File: src/sv/ang_pkg.sv
// Shared constants, register indexes and reset values for the audio noise gate.
package ang_pkg;

   localparam int SAMPLE_WIDTH   = 16;
   localparam int GAIN_FRAC_BITS = 15;
   localparam int GAIN_WIDTH     = GAIN_FRAC_BITS + 1;

   localparam int THRESH_WIDTH   = 31;
   localparam int LEN_WIDTH      = 16;
   localparam int DEBOUNCE_WIDTH = 24;
   localparam int SUM_WIDTH      = 46;
   localparam int LEVEL_WIDTH    = 31;
   localparam int SQ_WIDTH       = 31;
   localparam int CSR_IDX_WIDTH  = 3;
   localparam int CSR_DATA_WIDTH = 31;
   localparam int DIV_CNT_WIDTH  = $clog2(SUM_WIDTH + 1);
   localparam int WPOS_STEPS     = LEN_WIDTH + 1;

   localparam logic [CSR_IDX_WIDTH-1:0] CSR_THRESHOLD       = 3'd0;
   localparam logic [CSR_IDX_WIDTH-1:0] CSR_ATTACK_LENGTH   = 3'd1;
   localparam logic [CSR_IDX_WIDTH-1:0] CSR_RELEASE_LENGTH  = 3'd2;
   localparam logic [CSR_IDX_WIDTH-1:0] CSR_WINDOW_LENGTH   = 3'd3;
   localparam logic [CSR_IDX_WIDTH-1:0] CSR_DEBOUNCE_LENGTH = 3'd4;

   localparam logic [THRESH_WIDTH-1:0]   RST_THRESHOLD       = 31'd10737;
   localparam logic [LEN_WIDTH-1:0]      RST_ATTACK_LENGTH   = 16'd48;
   localparam logic [LEN_WIDTH-1:0]      RST_RELEASE_LENGTH  = 16'd480;
   localparam logic [LEN_WIDTH-1:0]      RST_WINDOW_LENGTH   = 16'd480;
   localparam logic [DEBOUNCE_WIDTH-1:0] RST_DEBOUNCE_LENGTH = 24'd24000;

   // Squares are scaled so that full scale squared is 2^30.
   localparam int SQ_RSHIFT = (SAMPLE_WIDTH >= 16) ? 2 * (SAMPLE_WIDTH - 16) : 0;
   localparam int SQ_LSHIFT = (SAMPLE_WIDTH < 16) ? 2 * (16 - SAMPLE_WIDTH) : 0;

endpackage

File: src/sv/audio_noise_gate_core.sv
// Noise gate with linear attack and release gain ramps, built around one serial divider.
//
// The block takes one signed sample per transaction and returns it scaled by the
// current gain together with the gate state. A single restoring divider, one quotient
// bit per cycle, produces the ramp gain, the window position modulo the window length
// when a shortened window leaves it out of range and the mean-square level at each
// window wrap. A sample outside any ramp and inside a window passes through the window,
// decide and output states; a ramp sample adds the gain division, a window wrap adds
// the level division and a window position left out of range adds the modulo division.
// The result sits in an output register, and the next sample is taken while it waits.
// Configuration writes are taken at any time and must only be issued while the block
// is idle.
module audio_noise_gate_core
   import ang_pkg::*;
(
   input  logic                             clock,
   input  logic                             reset,
   input  logic                             req_valid,
   output logic                             req_stall,
   input  logic signed [SAMPLE_WIDTH-1:0]   req_in_sample,
   output logic                             rsp_valid,
   input  logic                             rsp_stall,
   output logic signed [SAMPLE_WIDTH-1:0]   rsp_out_sample,
   output logic                             rsp_gate_is_open,
   input  logic                             csr_valid,
   output logic                             csr_ready,
   input  logic [CSR_IDX_WIDTH-1:0]         csr_index,
   input  logic [CSR_DATA_WIDTH-1:0]        csr_data
);

   localparam logic [2:0] ST_IDLE   = 3'd0;
   localparam logic [2:0] ST_GAIN   = 3'd1;
   localparam logic [2:0] ST_WIN    = 3'd2;
   localparam logic [2:0] ST_MOD    = 3'd3;
   localparam logic [2:0] ST_LVL    = 3'd4;
   localparam logic [2:0] ST_DECIDE = 3'd5;
   localparam logic [2:0] ST_OUT    = 3'd6;

   localparam int PROD_WIDTH = SAMPLE_WIDTH + GAIN_WIDTH + 1;

   logic [2:0]                    state_ff, state_in;
   logic [THRESH_WIDTH-1:0]       threshold_ff, threshold_in;
   logic [LEN_WIDTH-1:0]          attack_length_ff, attack_length_in;
   logic [LEN_WIDTH-1:0]          release_length_ff, release_length_in;
   logic [LEN_WIDTH-1:0]          window_length_ff, window_length_in;
   logic [DEBOUNCE_WIDTH-1:0]     debounce_length_ff, debounce_length_in;
   logic [LEN_WIDTH-1:0]          attack_left_ff, attack_left_in;
   logic [LEN_WIDTH-1:0]          release_left_ff, release_left_in;
   logic [DEBOUNCE_WIDTH-1:0]     debounce_left_ff, debounce_left_in;
   logic [LEN_WIDTH-1:0]          wpos_ff, wpos_in;
   logic [SUM_WIDTH-1:0]          square_sum_ff, square_sum_in;
   logic [LEVEL_WIDTH-1:0]        level_ff, level_in;
   logic                          gate_ff, gate_in;
   logic                          rsp_valid_ff, rsp_valid_in;

   logic signed [SAMPLE_WIDTH-1:0] x_ff, x_in;
   logic [SQ_WIDTH-1:0]            sq_ff, sq_in;
   logic [GAIN_WIDTH-1:0]          gain_ff, gain_in;
   logic [LEN_WIDTH-1:0]           div_rem_ff, div_rem_in;
   logic [SUM_WIDTH-1:0]           div_dvd_ff, div_dvd_in;
   logic [LEN_WIDTH-1:0]           div_den_ff, div_den_in;
   logic [DIV_CNT_WIDTH-1:0]       div_cnt_ff, div_cnt_in;
   logic signed [SAMPLE_WIDTH-1:0] rsp_sample_ff, rsp_sample_in;
   logic                           rsp_gate_ff, rsp_gate_in;

   logic [LEN_WIDTH:0]             div_trial;
   logic [LEN_WIDTH:0]             div_diff;
   logic                           div_ge;
   logic [LEN_WIDTH-1:0]           div_rem_step;
   logic [LEN_WIDTH-1:0]           wlen_eff;
   logic [LEN_WIDTH:0]             wpos_plus;
   logic signed [2*SAMPLE_WIDTH-1:0] x_square;
   logic [63:0]                    sq_wide;
   logic signed [PROD_WIDTH-1:0]   prod;
   logic                           req_take;
   logic                           rsp_take;

   assign div_trial    = {div_rem_ff, div_dvd_ff[SUM_WIDTH-1]};
   assign div_diff     = div_trial - {1'b0, div_den_ff};
   assign div_ge       = div_trial >= {1'b0, div_den_ff};
   assign div_rem_step = div_ge ? div_diff[LEN_WIDTH-1:0] : div_trial[LEN_WIDTH-1:0];

   assign wlen_eff  = (window_length_ff == '0) ? LEN_WIDTH'(1) : window_length_ff;
   assign wpos_plus = {1'b0, wpos_ff} + (LEN_WIDTH+1)'(1);

   assign x_square = req_in_sample * req_in_sample;
   assign sq_wide  = (64'(unsigned'(x_square)) >> SQ_RSHIFT) << SQ_LSHIFT;

   assign prod = PROD_WIDTH'(x_ff) * PROD_WIDTH'($signed({1'b0, gain_ff}));

   assign req_stall = (state_ff != ST_IDLE);
   assign req_take  = req_valid && (state_ff == ST_IDLE);
   assign rsp_take  = rsp_valid_ff && !rsp_stall;
   assign csr_ready = 1'b1;

   assign rsp_valid        = rsp_valid_ff;
   assign rsp_out_sample   = rsp_sample_ff;
   assign rsp_gate_is_open = rsp_gate_ff;

   always_comb begin
      state_in           = state_ff;
      threshold_in       = threshold_ff;
      attack_length_in   = attack_length_ff;
      release_length_in  = release_length_ff;
      window_length_in   = window_length_ff;
      debounce_length_in = debounce_length_ff;
      attack_left_in     = attack_left_ff;
      release_left_in    = release_left_ff;
      debounce_left_in   = debounce_left_ff;
      wpos_in            = wpos_ff;
      square_sum_in      = square_sum_ff;
      level_in           = level_ff;
      gate_in            = gate_ff;
      rsp_valid_in       = rsp_valid_ff && !rsp_take;
      x_in               = x_ff;
      sq_in              = sq_ff;
      gain_in            = gain_ff;
      div_rem_in         = div_rem_ff;
      div_dvd_in         = div_dvd_ff;
      div_den_in         = div_den_ff;
      div_cnt_in         = div_cnt_ff;
      rsp_sample_in      = rsp_sample_ff;
      rsp_gate_in        = rsp_gate_ff;

      if (csr_valid && csr_ready) begin
         case (csr_index)
            CSR_THRESHOLD:       threshold_in       = csr_data[THRESH_WIDTH-1:0];
            CSR_ATTACK_LENGTH:   attack_length_in   = csr_data[LEN_WIDTH-1:0];
            CSR_RELEASE_LENGTH:  release_length_in  = csr_data[LEN_WIDTH-1:0];
            CSR_WINDOW_LENGTH:   window_length_in   = csr_data[LEN_WIDTH-1:0];
            CSR_DEBOUNCE_LENGTH: debounce_length_in = csr_data[DEBOUNCE_WIDTH-1:0];
            default: ;
         endcase
      end

      case (state_ff)
         ST_IDLE: begin
            if (req_take) begin
               x_in       = req_in_sample;
               sq_in      = sq_wide[SQ_WIDTH-1:0];
               state_in   = ST_WIN;
               div_rem_in = '0;
               div_dvd_in = '0;
               div_cnt_in = DIV_CNT_WIDTH'(GAIN_FRAC_BITS);
               if (debounce_left_ff != '0) begin
                  debounce_left_in = debounce_left_ff - DEBOUNCE_WIDTH'(1);
               end
               if (attack_left_ff != '0) begin
                  attack_left_in = attack_left_ff - LEN_WIDTH'(1);
                  if (attack_left_ff >= attack_length_ff) begin
                     gain_in = '0;
                  end else begin
                     div_rem_in = attack_length_ff - attack_left_ff;
                     div_den_in = attack_length_ff;
                     state_in   = ST_GAIN;
                  end
               end else if (release_left_ff != '0) begin
                  release_left_in = release_left_ff - LEN_WIDTH'(1);
                  if (release_left_ff >= release_length_ff) begin
                     gain_in = GAIN_WIDTH'(1) << GAIN_FRAC_BITS;
                  end else begin
                     div_rem_in = release_left_ff;
                     div_den_in = release_length_ff;
                     state_in   = ST_GAIN;
                  end
               end else begin
                  gain_in = gate_ff ? (GAIN_WIDTH'(1) << GAIN_FRAC_BITS) : '0;
               end
            end
         end
         ST_GAIN, ST_MOD, ST_LVL: begin
            if (div_cnt_ff != '0) begin
               div_rem_in = div_rem_step;
               div_dvd_in = {div_dvd_ff[SUM_WIDTH-2:0], div_ge};
               div_cnt_in = div_cnt_ff - DIV_CNT_WIDTH'(1);
            end else if (state_ff == ST_GAIN) begin
               gain_in  = {1'b0, div_dvd_ff[GAIN_FRAC_BITS-1:0]};
               state_in = ST_WIN;
            end else if (state_ff == ST_MOD) begin
               wpos_in = div_rem_ff;
               if (div_rem_ff == '0) begin
                  div_rem_in = '0;
                  div_dvd_in = square_sum_ff;
                  div_den_in = wlen_eff;
                  div_cnt_in = DIV_CNT_WIDTH'(SUM_WIDTH);
                  state_in   = ST_LVL;
               end else begin
                  square_sum_in = square_sum_ff + SUM_WIDTH'(sq_ff);
                  state_in      = ST_DECIDE;
               end
            end else begin
               level_in      = div_dvd_ff[LEVEL_WIDTH-1:0];
               square_sum_in = '0;
               state_in      = ST_DECIDE;
            end
         end
         ST_WIN: begin
            if (wpos_plus < {1'b0, wlen_eff}) begin
               wpos_in       = wpos_plus[LEN_WIDTH-1:0];
               square_sum_in = square_sum_ff + SUM_WIDTH'(sq_ff);
               state_in      = ST_DECIDE;
            end else if (wpos_plus == {1'b0, wlen_eff}) begin
               wpos_in    = '0;
               div_rem_in = '0;
               div_dvd_in = square_sum_ff;
               div_den_in = wlen_eff;
               div_cnt_in = DIV_CNT_WIDTH'(SUM_WIDTH);
               state_in   = ST_LVL;
            end else begin
               div_rem_in = '0;
               div_dvd_in = {wpos_plus, (SUM_WIDTH-WPOS_STEPS)'(0)};
               div_den_in = wlen_eff;
               div_cnt_in = DIV_CNT_WIDTH'(WPOS_STEPS);
               state_in   = ST_MOD;
            end
         end
         ST_DECIDE: begin
            if (debounce_left_ff == '0) begin
               if (gate_ff && (level_ff <= threshold_ff)) begin
                  gate_in         = 1'b0;
                  release_left_in = release_length_ff;
               end else if (!gate_ff && (level_ff > threshold_ff)) begin
                  gate_in          = 1'b1;
                  attack_left_in   = attack_length_ff;
                  debounce_left_in = debounce_length_ff;
               end
            end
            state_in = ST_OUT;
         end
         ST_OUT: begin
            if (!rsp_valid_ff || rsp_take) begin
               rsp_sample_in = prod[GAIN_FRAC_BITS+SAMPLE_WIDTH-1:GAIN_FRAC_BITS];
               rsp_gate_in   = gate_ff;
               rsp_valid_in  = 1'b1;
               state_in      = ST_IDLE;
            end
         end
         default: begin
            state_in = ST_IDLE;
         end
      endcase
   end

   always_ff @(posedge clock) begin
      if (reset) begin
         state_ff           <= ST_IDLE;
         threshold_ff       <= RST_THRESHOLD;
         attack_length_ff   <= RST_ATTACK_LENGTH;
         release_length_ff  <= RST_RELEASE_LENGTH;
         window_length_ff   <= RST_WINDOW_LENGTH;
         debounce_length_ff <= RST_DEBOUNCE_LENGTH;
         attack_left_ff     <= '0;
         release_left_ff    <= '0;
         debounce_left_ff   <= '0;
         wpos_ff            <= '0;
         square_sum_ff      <= '0;
         level_ff           <= '0;
         gate_ff            <= 1'b1;
         rsp_valid_ff       <= 1'b0;
      end else begin
         state_ff           <= state_in;
         threshold_ff       <= threshold_in;
         attack_length_ff   <= attack_length_in;
         release_length_ff  <= release_length_in;
         window_length_ff   <= window_length_in;
         debounce_length_ff <= debounce_length_in;
         attack_left_ff     <= attack_left_in;
         release_left_ff    <= release_left_in;
         debounce_left_ff   <= debounce_left_in;
         wpos_ff            <= wpos_in;
         square_sum_ff      <= square_sum_in;
         level_ff           <= level_in;
         gate_ff            <= gate_in;
         rsp_valid_ff       <= rsp_valid_in;
      end
   end

   always_ff @(posedge clock) begin
      x_ff          <= x_in;
      sq_ff         <= sq_in;
      gain_ff       <= gain_in;
      div_rem_ff    <= div_rem_in;
      div_dvd_ff    <= div_dvd_in;
      div_den_ff    <= div_den_in;
      div_cnt_ff    <= div_cnt_in;
      rsp_sample_ff <= rsp_sample_in;
      rsp_gate_ff   <= rsp_gate_in;
   end

endmodule

File: config.mk
export PLATFORM = sky130hd
export DESIGN_NAME = audio_noise_gate_core
export DESIGN_NICKNAME = d
export VERILOG_FILES = /design/src/sv/ang_pkg.sv /design/src/sv/audio_noise_gate_core.sv
export SDC_FILE = /design/constraint.sdc
export NUM_CORES = 2
export LEC_CHECK = 0
export BUFFER_PORTS_ARGS = -buffer_cell sky130_fd_sc_hd__buf_2
export CAP_MARGIN = 40
export CORE_MARGIN = 1
export CORE_UTILIZATION = 60
export CTS_CLUSTER_DIAMETER = 60
export DETAILED_ROUTE_END_ITERATION = 6
export HOLD_SLACK_MARGIN = 0.08
export PLACE_DENSITY = 0.76
export SYNTH_ARGS = -nofsm -noshare
export SYNTH_HDL_FRONTEND = slang
export SYNTH_SLANG_ARGS = --single-unit
File: constraint.sdc
create_clock -name clock -period 7.18 [get_ports clock]
set_clock_uncertainty 0.2 [all_clocks]
set_input_delay 0.359 -clock clock [delete_from_list [all_inputs] [get_ports clock]]
set_output_delay 0.359 -clock clock [all_outputs]
set_load 0.01 [all_outputs]
Word level (Yosys, flattened, before mapping):

Index checks and enable logic that the tools add are counted.
Widths: inputs -> output; s select.

* add/sub/neg operators: 8
* $mul: 2
* magnitude comparators: 6
* eq/ne operators: 38
* muxes and demuxes: 96
* bitwise operators: 3
* reductions and logical operators: 44

Operators with widths (number)
* $mux 16: 45
* $mux 46: 12
* $pmux 46 s3: 1
* $pmux 16 s2: 4
* $mux 24: 5
* $pmux 16 s3: 2
* $pmux 46 s2: 1
* $pmux 24 s2: 1
* $add 46x31->46: 1
* $mux 6: 7
* $ge 16x16->1: 2
* $logic_not 16->1: 2
* $reduce_bool 16->1: 2
* $sub 16x1->16 const B: 2
* $sub 16x16->16: 2
* $gt 31x31->1: 1
* $le 31x31->1: 1
* $mul 16x16->31: 1
* $mul 16x17->31: 1
* $reduce_and 6->1: 5
* $ne 2x2->1 const B: 14
* $logic_not 24->1: 1
* $mux 3: 8
* $reduce_bool 24->1: 1
* 32 further kinds: 75

* register bits after elaboration: 421
* input port bits: 55
* output and inout port bits: 20
* word-level logic and storage cells: 220

Logic depth before layout (Yosys ltp):

* depth after elaboration: 7
* gate-level depth with buffers: 25
* mapped depth without buffers: 24

Worst setup path after synthesis:

No wires, ideal clock.

* kind: input to register
* start point: input port req_in_sample[15]
* end point: register sq_ff[29] (data pin)
* library setup time: 0.258 ns
* arrival: 6.107 ns
* required time: 6.722 ns
* slack: 0.615 ns
* cell stages on the path: 20
* path buffers: 2
* cells stage by stage: clkbuf_1 > clkbuf_1 > and2_1 > fa_1 > inv_1 > fa_1 > fa_1 > fa_1 > fa_1 > fa_1 > inv_1 > ha_1 > or3_1 > o41ai_1 > o221ai_1 > a41o_1 > nor4_1 > o41ai_1 > a21oi_1 > xnor2_1

* word-level cells in the longest chain between the ends: 1

Ends and longest elaborated chain
* start: declaration: line audio_noise_gate_core.sv:20 `input logic signed [SAMPLE_WIDTH-1:0] req_in_sample,`
* $mul 16x16->31: line audio_noise_gate_core.sv:86 `assign x_square = req_in_sample * req_in_sample;`
* net x_square[29]: line audio_noise_gate_core.sv:72 `logic signed [2*SAMPLE_WIDTH-1:0] x_square;`
* end signal: assignment: line audio_noise_gate_core.sv:280 `sq_ff <= sq_in;`
* end: declaration: line audio_noise_gate_core.sv:57 `logic [SQ_WIDTH-1:0] sq_ff, sq_in;`

The timed path passes the listed nets, and every way through them passes these cells.
A chain may end at the register's enable or synchronous reset.

Worst setup path in the final report:

* start point: register x_ff[9]
* end point: register rsp_sample_ff[15] (netlist: rsp_out_sample[15]) (data pin)

* word-level cells in the longest chain between the ends: 1

Ends and longest elaborated chain
* start: declaration: line audio_noise_gate_core.sv:56 `logic signed [SAMPLE_WIDTH-1:0] x_ff, x_in;`
* start signal: assignment: line audio_noise_gate_core.sv:279 `x_ff <= x_in;`
* $mul 16x17->31: line audio_noise_gate_core.sv:89 `assign prod = PROD_WIDTH'(x_ff) * PROD_WIDTH'($signed({1'b0, gain_ff}));`
* net prod[30]: line audio_noise_gate_core.sv:74 `logic signed [PROD_WIDTH-1:0] prod;`
* end signal: assignment: line audio_noise_gate_core.sv:286 `rsp_sample_ff <= rsp_sample_in;`
* end: declaration: line audio_noise_gate_core.sv:63 `logic signed [SAMPLE_WIDTH-1:0] rsp_sample_ff, rsp_sample_in;`

The timed path passes the listed nets, and every way through them passes these cells.

==> flow_results.xml <==
<?xml version="1.0" encoding="UTF-8"?>
<metrics>
  <group name="logic_synthesis">
    <metric name="synthesis.instances" unit="">4486</metric>
    <metric name="synth_ff_type" unit="">sky130_fd_sc_hd__dfxtp_1</metric>
    <metric name="yosysWarnings" unit="">0</metric>
    <metric name="post_synth_instance_area" unit="um2">39260</metric>
    <metric name="nets_in_the_synthesized_netlist" unit="">5291</metric>
    <metric name="yosysUniqueCellTypes" unit="">86</metric>
    <metric name="edff_count_synth" unit="">162</metric>
    <metric name="avgSynthCellArea" unit="um2">8.751</metric>
    <metric name="synth-async-reset-ratio" unit="%">0</metric>
    <metric name="synth_seq_area_share" unit="%">25.50</metric>
    <metric name="yosys_register_bits" unit="">419</metric>
  </group>
  <group name="setup_path">
    <metric name="crit_path_max_fanout" unit="">16</metric>
    <metric name="cp_top_family" unit="">adder cells</metric>
    <metric name="worstSetupEndpointType" unit="">flop</metric>
    <metric name="r2r_cells" unit="">22</metric>
    <metric name="crit_path_cell_count" unit="">22</metric>
    <metric name="setup.worst_path.class" unit="">reg -&gt; reg</metric>
    <metric name="cp.arrival" unit="ns">6.98</metric>
    <metric name="worst_setup_path_start_kind" unit="">flop</metric>
    <metric name="critical_path.most_common_cell" unit="">sky130_fd_sc_hd__fa_1</metric>
    <metric name="critPathSlowestCell" unit="">sky130_fd_sc_hd__edfxtp_1</metric>
    <metric name="cp_num_buf_inv" unit="">5</metric>
    <metric name="slowest_delay" unit="ns">0.82</metric>
    <metric name="critical_path.cell_chain" unit="">nand2_1, fa_1, inv_1, fa_1, inv_1, fa_1, inv_1, fa_1, fa_1, inv_1, fa_1, inv_1, ha_1, a21o_1, a21o_1, a21oi_1, o211ai_1, o22ai_2, o21ai_0, and2_1, o31ai_1, xnor2_1</metric>
    <metric name="cp.required" unit="ns">7.32</metric>
  </group>
  <group name="placement">
    <metric name="placedCellCount" unit="">5287</metric>
    <metric name="portBuffers" unit="">73</metric>
    <metric name="post-dp-hpwl" unit="um">76010</metric>
    <metric name="place_congestion" unit="">0.9725</metric>
  </group>
  <group name="die">
    <metric name="die_w" unit="um">257.8</metric>
    <metric name="die_y" unit="um">257.8</metric>
    <metric name="floorplan.initialDensity" unit="%">60.79</metric>
    <metric name="core.rowCount" unit="">93</metric>
    <metric name="ios" unit="">75</metric>
    <metric name="std_cell_core_area" unit="um2">64580</metric>
    <metric name="design.die.area" unit="um2">66460</metric>
  </group>
  <group name="global_route">
    <metric name="first_global_vias" unit="">31290</metric>
    <metric name="grt_util_met3" unit="%">5.300</metric>
    <metric name="antenna_found_initial" unit="">0</metric>
    <metric name="global_route_wire_length_before_repair" unit="um">163900</metric>
    <metric name="grt-ovfl-total" unit="">0</metric>
    <metric name="met1_usage" unit="%">43.77</metric>
    <metric name="grt_max_degree" unit="">85</metric>
    <metric name="grt_use_total" unit="%">30.80</metric>
    <metric name="grt_util_met2" unit="%">48.42</metric>
    <metric name="grt_busiest_layer" unit="">met2</metric>
  </group>
  <group name="routing">
    <metric name="drt.antenna.violating_nets" unit="">0</metric>
    <metric name="vias_per_cell" unit="">5.826</metric>
    <metric name="detail_route.wirelength" unit="um">101000</metric>
    <metric name="drt-wirelength-per-cell" unit="um">18.56</metric>
    <metric name="first_pass_iters" unit="">6</metric>
    <metric name="initial_drt_markers" unit="">3220</metric>
    <metric name="number_of_vias_after_detailed_routing" unit="">31700</metric>
    <metric name="post-route-drc-count" unit="">0</metric>
  </group>
  <group name="worst_hold_path">
    <metric name="hold_depth" unit="">2</metric>
    <metric name="hp-class" unit="">in -&gt; reg</metric>
  </group>
  <group name="clock_tree">
    <metric name="number_of_h_tree_levels" unit="">2</metric>
    <metric name="tritoncts" unit="">yes</metric>
    <metric name="cts-root-buf" unit="">sky130_fd_sc_hd__clkbuf_16</metric>
    <metric name="clkTransAtPathRegs" unit="ns">0.05</metric>
    <metric name="cts.sink_count" unit="">419</metric>
    <metric name="clockBufferDepth" unit="">3</metric>
    <metric name="numCtsBuffers" unit="">51</metric>
    <metric name="clock_latency_reported_for_the_late_side_of_the_worst_skew_pair" unit="ns">0.64</metric>
  </group>
  <group name="timing">
    <metric name="timing.slew.headroom" unit="%">38.46</metric>
    <metric name="tightest_slew" unit="ns">0.9231</metric>
    <metric name="setup_viol" unit="">0</metric>
    <metric name="max_freq" unit="MHz">146.3</metric>
    <metric name="final_count_of_pins_violating_max_slew" unit="">0</metric>
    <metric name="hold_viol" unit="">0</metric>
    <metric name="rsz0062_at_grt" unit="">no</metric>
    <metric name="fin_crit" unit="ns">6.834</metric>
    <metric name="tns" unit="ns">0</metric>
    <metric name="timing.final.crit_share" unit="%">95.18</metric>
  </group>
  <group name="cells_and_area">
    <metric name="nNetsFinal" unit="">5347</metric>
    <metric name="post_layout_nonfiller_instances" unit="">5441</metric>
    <metric name="syn2layout_area_growth" unit="%">9.463</metric>
    <metric name="nFillCells" unit="">5253</metric>
    <metric name="drive_gt1_share" unit="%">6.172</metric>
  </group>
  <group name="outcome">
    <metric name="outcome" unit="">finished clean</metric>
  </group>
  <group name="flow_run">
    <metric name="max_cap_violation_count" unit="">0</metric>
  </group>
</metrics>
-- timing repair --
action / 4_1_cts / 5_1_grt
endpoints found under the hold margin: 129 / 0
setup buffers: 0 / 5
hold buffers: 52 / 0
endpoints found under the setup margin: 0 / 5
resized for setup: 0 / 6
-- placed cells by master (no fill, tap or decap), types with 19 or more instances in the layout --
cell type,instances
sky130_fd_sc_hd__a22oi_1,32
sky130_fd_sc_hd__buf_2,71
sky130_fd_sc_hd__nand4_1,31
sky130_fd_sc_hd__nor3_1,45
sky130_fd_sc_hd__clkbuf_16,51
sky130_fd_sc_hd__a21oi_1,306
sky130_fd_sc_hd__buf_4,64
sky130_fd_sc_hd__or3_1,19
sky130_fd_sc_hd__dlygate4sd3_1,52
sky130_fd_sc_hd__a22o_1,31
sky130_fd_sc_hd__o22ai_1,34
sky130_fd_sc_hd__ha_1,323
sky130_fd_sc_hd__nand2_1,690
sky130_fd_sc_hd__and2_1,192
sky130_fd_sc_hd__xor2_1,47
sky130_fd_sc_hd__nor2_1,207
sky130_fd_sc_hd__nand2b_1,27
sky130_fd_sc_hd__edfxtp_1,162
sky130_fd_sc_hd__nor2b_1,20
sky130_fd_sc_hd__inv_1,715
sky130_fd_sc_hd__nand3_1,96
sky130_fd_sc_hd__nor4_1,19
sky130_fd_sc_hd__a31oi_1,31
sky130_fd_sc_hd__xnor2_1,82
sky130_fd_sc_hd__o211ai_1,35
sky130_fd_sc_hd__fa_1,427
sky130_fd_sc_hd__a211oi_1,38
sky130_fd_sc_hd__dfxtp_1,257
sky130_fd_sc_hd__o21ai_0,132
sky130_fd_sc_hd__a21o_1,49
sky130_fd_sc_hd__and3_1,24
-- per-layer routing --
layer / wire (um) / share of wire [%]
met5: 0 / 0
met4: 2795 / 2.8
met3: 8659 / 8.6
met2: 46090 / 46
met1: 43440 / 43
-- Yosys cell counts, drive strengths merged (17+ instances only) --
library cell	n	area share (%)
o21a	17	0.33
nand3	97	1.2
a21oi	308	3.9
a22o	31	0.69
fa	427	22
xor2	47	1.0
buf	19	0.28
nor2	212	2.0
and2	192	3.1
a31oi	31	0.49
or3	19	0.30
nand4	31	0.49
o211ai	35	0.67
inv	716	6.8
o22ai	36	0.57
nand2b	27	0.43
a21o	49	0.94
xnor2	82	1.8
nor2b	20	0.32
dfxtp	257	13
ha	323	10
a211oi	43	0.86
mux2i	17	0.43
nor3	46	0.60
and3	26	0.43
edfxtp	162	12
nor4	22	0.43
nand2	691	6.6
clkbuf	174	1.7
a22oi	32	0.61
o21ai	135	1.7
-- through the flow --
| stage | setup WS, ns | area [um2] | utilization, % | hold slack, ns |
|---|---|---|---|---|
| 6_report | 0.3461 | 42970 | 66.54 | 0.1331 |
| 3_3_place_gp | 0.3311 | 40450 | 62.63 | 0.2438 |
| 4_1_cts | 0.2185 | 42910 | 66.44 | 0.09536 |
| 2_1_floorplan | 0.6152 | 39260 | - | 0.2332 |
| 3_5_place_dp | 0.1935 | 40580 | 62.83 | 0.2476 |
| 5_1_grt | 0.03124 | 42970 | 66.54 | 0.1345 |
-- registers in the layout (all words and copies together), names as in the netlist, 24 cells and up --
| name | count |
|---|---|
| debounce_length_ff | 24 |
| square_sum_ff | 46 |
| debounce_left_ff | 24 |
| sq_ff | 29 |
| threshold_ff | 31 |
| level_ff | 31 |
| div_dvd_ff | 46 |
-- worst paths after layout --
path	from	to	slack, ns
min reg2reg	threshold_ff[16]	threshold_ff[16]	0.26
min	req_in_sample[1]	x_ff[1]	0.13
max	x_ff[9]	rsp_out_sample[15]	0.35
max reg2reg	x_ff[9]	rsp_out_sample[15]	0.35
-- final cells by class --
class	instances	area, um2	share of cell area (%)
multi-input cells	3157	25880	60.22
flip-flops and latches	419	10010	23.29
inverters	717	2691	6.263
repair buffers	196	1510	3.514
clock buffers	64	1405	3.270
well taps	855	1070	2.489
clock inverters	32	404.1	0.9405
diodes	1	2.502	0.005823
-- kinds of logic after synthesis --
logic type      count (synthesis)  share of synthesized area (%)
mux                            18                         0.4621
flops                         419                          25.50
other cells                     1                       0.009552
fa+ha+maj                     750                          32.07
compound gates                828                          13.38
xor+xnor                      129                          2.878
buf+inv                       910                          8.800
simple gates                 1431                          16.90
-- worst reg2reg max path: stages, from the launching register on --
cell and delay, ns:
sky130_fd_sc_hd__edfxtp_1 0.82, sky130_fd_sc_hd__nand2_1 0.18, sky130_fd_sc_hd__fa_1 0.59, sky130_fd_sc_hd__inv_1 0.07, sky130_fd_sc_hd__fa_1 0.50, sky130_fd_sc_hd__inv_1 0.05
sky130_fd_sc_hd__fa_1 0.47, sky130_fd_sc_hd__inv_1 0.06, sky130_fd_sc_hd__fa_1 0.44, sky130_fd_sc_hd__fa_1 0.51, sky130_fd_sc_hd__inv_1 0.05, sky130_fd_sc_hd__fa_1 0.52
sky130_fd_sc_hd__inv_1 0.04, sky130_fd_sc_hd__ha_1 0.35, sky130_fd_sc_hd__a21o_1 0.18, sky130_fd_sc_hd__a21o_1 0.18, sky130_fd_sc_hd__a21oi_1 0.18, sky130_fd_sc_hd__o211ai_1 0.13
sky130_fd_sc_hd__o22ai_2 0.26, sky130_fd_sc_hd__o21ai_0 0.13, sky130_fd_sc_hd__and2_1 0.21, sky130_fd_sc_hd__o31ai_1 0.32, sky130_fd_sc_hd__xnor2_1 0.12
Power is left out: the tool's default activity adds up to more than one toggle a clock period on the data nets, which glitch-free logic cannot reach.
